==> config.mk <==
export PLATFORM = sky130hd
export DESIGN_NAME = mxnl_ram
export DESIGN_NICKNAME = d
export VERILOG_FILES = /design/src/mxnl_ram.sv
export SDC_FILE = /design/constraint.sdc
export NUM_CORES = 1
export LEC_CHECK = 0
export BUFFER_PORTS_ARGS = -buffer_cell sky130_fd_sc_hd__buf_2
export CAP_MARGIN = 5
export CORE_MARGIN = 10
export CORE_UTILIZATION = 55
export CTS_CLUSTER_DIAMETER = 30
export DETAILED_ROUTE_END_ITERATION = 8
export PLACE_DENSITY = 0.78
export SLEW_MARGIN = 20
export SYNTH_ARGS = -nofsm -noshare
export SYNTH_HDL_FRONTEND = slang
export SYNTH_SLANG_ARGS = --single-unit
==> constraint.sdc <==
create_clock -name clock -period 2.1 [get_ports clock]
set_input_delay 0.42 -clock clock [delete_from_list [all_inputs] [get_ports clock]]
set_output_delay 0.42 -clock clock [all_outputs]
set_load 0.02 [all_outputs]
==> src/mxnl_ram.sv <==
// ---------------------------------------------------------------------------
// mxnl_ram
// Generic single-write, single-read RAM with registered read data.
// ---------------------------------------------------------------------------
`default_nettype none

module mxnl_ram #(
   parameter int WIDTH = 8,
   parameter int DEPTH = 16,
   localparam int ADDR_W = (DEPTH > 1) ? $clog2(DEPTH) : 1
) (
   input  wire logic              clock,
   input  wire logic              wr_en,
   input  wire logic [ADDR_W-1:0] wr_addr,
   input  wire logic [WIDTH-1:0]  wr_data,
   input  wire logic              rd_en,
   input  wire logic [ADDR_W-1:0] rd_addr,
   output      logic [WIDTH-1:0]  rd_data
);

   logic [WIDTH-1:0] mem_ff [DEPTH];
   logic [WIDTH-1:0] rd_data_ff;

   // Write port
   always_ff @(posedge clock) begin
      if (wr_en) begin
         mem_ff[wr_addr] <= wr_data;
      end
   end

   // Read port, hold data when not enabled
   always_ff @(posedge clock) begin
      if (rd_en) begin
         rd_data_ff <= mem_ff[rd_addr];
      end
   end

   assign rd_data = rd_data_ff;

endmodule : mxnl_ram

`default_nettype wire
==> qor.yml <==
hold_ws_ps: 264
routed_wl_mm: 9.89
gp_congestion: 0.776
die_height_um: 117
fmax_mhz: 643
synth-seq-cells: 136
root_buffer: "clkbuf_8"
r2r_start: "mem_ff[1][5]"
ios: 27
ys_types: 18
grt-busiest-layer: "met2"
end_kind: "output port"
cts_resized: 0
io_buffers: 26
startpoint_type: "flop"
synth_nets: 248
clock_sinks: 136
leakage_nw: 2.11
max_stage_delay_ps: 420
fin_tns_setup_ps: 0
antenna_found_initial: 1
status: "completed"
drt-vias-per-instance: 5.73
max-slew-margin-rel_pct: 74.0
whs_path_depth: 1
drive_above_1_share_pct: 32.9
use_met3_pct: 4.70
setup_viol_count_final: 0
drtIter0Drc: 227
max-cap-violations: 0
peakVddDrop_v: 0.000493
cp.arrival_ps: 1130
cts_buffers: 17
final_area_um2: 6210
hold_end: "rd_data[2]"
rsz0062_at_grt: "no"
powerDensity_nw_per_um2: 1010
grt_overflow_total: 0
r2r-end: "rd_data[5]"
syn2layout_area_growth_pct: 18.8
drc: 0
pre_cts_slack_ps: 81.8
insertion_delay_ps: 520
firstDrtPassIters: 4
grt_pass1_vias: 2680
yosysWarnings: 0
num_antenna_cells: 0
holdBufCountCts: 0
hp-start: "rd_en"
period_needed_ps: 1550
use_met1_pct: 18.8
hp-class: "in -> reg"
fp-row-count: 35
seq_area_frac_synth_pct: 78.1
slowest_stage: "edfxtp_1"
crit_fanout: 1
clock_skew_ps: 8.62
required_ps: 1680
post_cts_buffers: 0
tightestPinTransition_ps: 390
die_w_um: 117
r2r_slack_ps: 550
start_util_pct: 56.6
dp_hpwl_mm: 6.15
syn_area_um2: 5230
fin_crit_sh_pct: 74.0
cp_top_family: "flip-flops"
nets: 305
vias: 2447
met2_usage_pct: 23.7
tritoncts: "yes"
wl_per_cell_um: 23.2
ant_nets: 0
grt_start_max_net_pins: 25
finalHoldViolCount: 0
grt_pass1_wl_mm: 15.7
syn_avg_cell_area_um2: 22.8
h-tree-depth: 4
clk_pin_slew_worst_paths_ps: 60
postPlaceCellArea_um2: 5620
startpoint: "rd_data[7]"
grt_use_total_pct: 15.3
fillCellCount: 578
design.core.area_um2: 9240
path_buf_inv: 1
path_class: "reg -> out"
netlist_instances: 229
timing.final.ws_setup_ps: 546
r2r_cells: 3
path_cells: "buf_2"
slew_viol_final: 0
cts.path.max_buffers: 2
die-area_um2: 13800
sequential cells by signal, indices dropped and copies added, names as in the netlist:
register and count:
rd_data 8, mem_ff 128
metal layers:
layer,routed length [µm],part of all wire (%)
met3,643,6.5
met2,5050,51
met5,18,0.18
met1,3960,40
met4,219,2.2
worst max-delay path by stage:
| stage | to | slack, ps | depth (start not counted) |
|---|---|---|---|
| global route | rd_data[5] | 480 | 3 |
| detailed placement | rd_data[5] | 80 | 5 |
| global placement | rd_data[5] | 150 | 5 |
| floorplan | mem_ff[0][0] | 190 | 2 |
| CTS | rd_data[7] | 510 | 1 |
| finish | rd_data[7] | 550 | 1 |
cells in the final DEF, fill, tap and decap left out:
cell type	synthesis	final
clkbuf_8	0	1
bufinv_16	0	3
edfxtp_1	136	136
nand2_1	9	9
nor2b_1	1	1
clkbuf_16	0	16
inv_6	0	3
mux4_1	14	14
a22oi_1	16	16
nand3_1	1	1
or3b_2	1	1
nand2b_1	2	2
clkinvlp_4	0	4
buf_2	3	26
and2b_1	1	1
and2_1	1	1
buf_4	1	20
nand3b_1	2	2
buf_12	0	2
clkinv_2	0	2
mux4_2	18	18
nor3_1	4	4
nor2_1	13	13
clkinv_4	0	2
synth_stat cells:
master           number  area [µm²]
a22oi_1              16         120
and2_1                1        6.26
and2b_1               1        7.51
buf_2                 3        15.0
buf_4                 1        7.51
buf_6                 3        33.8
clkdlybuf4s25_2       3        30.0
edfxtp_1            136        4080
mux4_1               14         368
mux4_2               18         405
nand2_1               9        33.8
nand2b_1              2        12.5
nand3_1               1        5.00
nand3b_1              2        15.0
nor2_1               13        48.8
nor2b_1               1        6.26
nor3_1                4        20.0
or3b_2                1        8.76
logic make-up after synthesis:
logic type	share of synthesized area (%)
DFF	78.1
buffers and inverters	1.65
muxes	14.8
AOI/OAI and AO/OA	2.30
and+or+nand+nor	3.14
metrics by stage:
step	utilization [%]	power, mW	cells
global route	67.2	6.48	427
global placement	60.9	3.41	396
floorplan	-	3.30	229
CTS	67.2	6.32	427
detailed placement	60.9	3.43	396
finish	67.2	6.27	427
cell type report:
| class | instances | area, µm² | share of cell area [%] |
|---|---|---|---|
| well taps | 129 | 161 | 2.60 |
| multi-input cells | 83 | 1060 | 17.0 |
| repair buffers | 48 | 320 | 5.16 |
| clock inverters | 14 | 174 | 2.80 |
| clock buffers | 17 | 414 | 6.67 |
| flip-flops and latches | 136 | 4080 | 65.8 |
report_power, final:
group | internal (mW) | switching (mW)
clock | 1.81 | 1.09
combinational | 0.123 | 0.170
sequential | 3.06 | 0.0187
total | 4.99 | 1.28
Note: power is estimated with default switching activity, not from simulation.
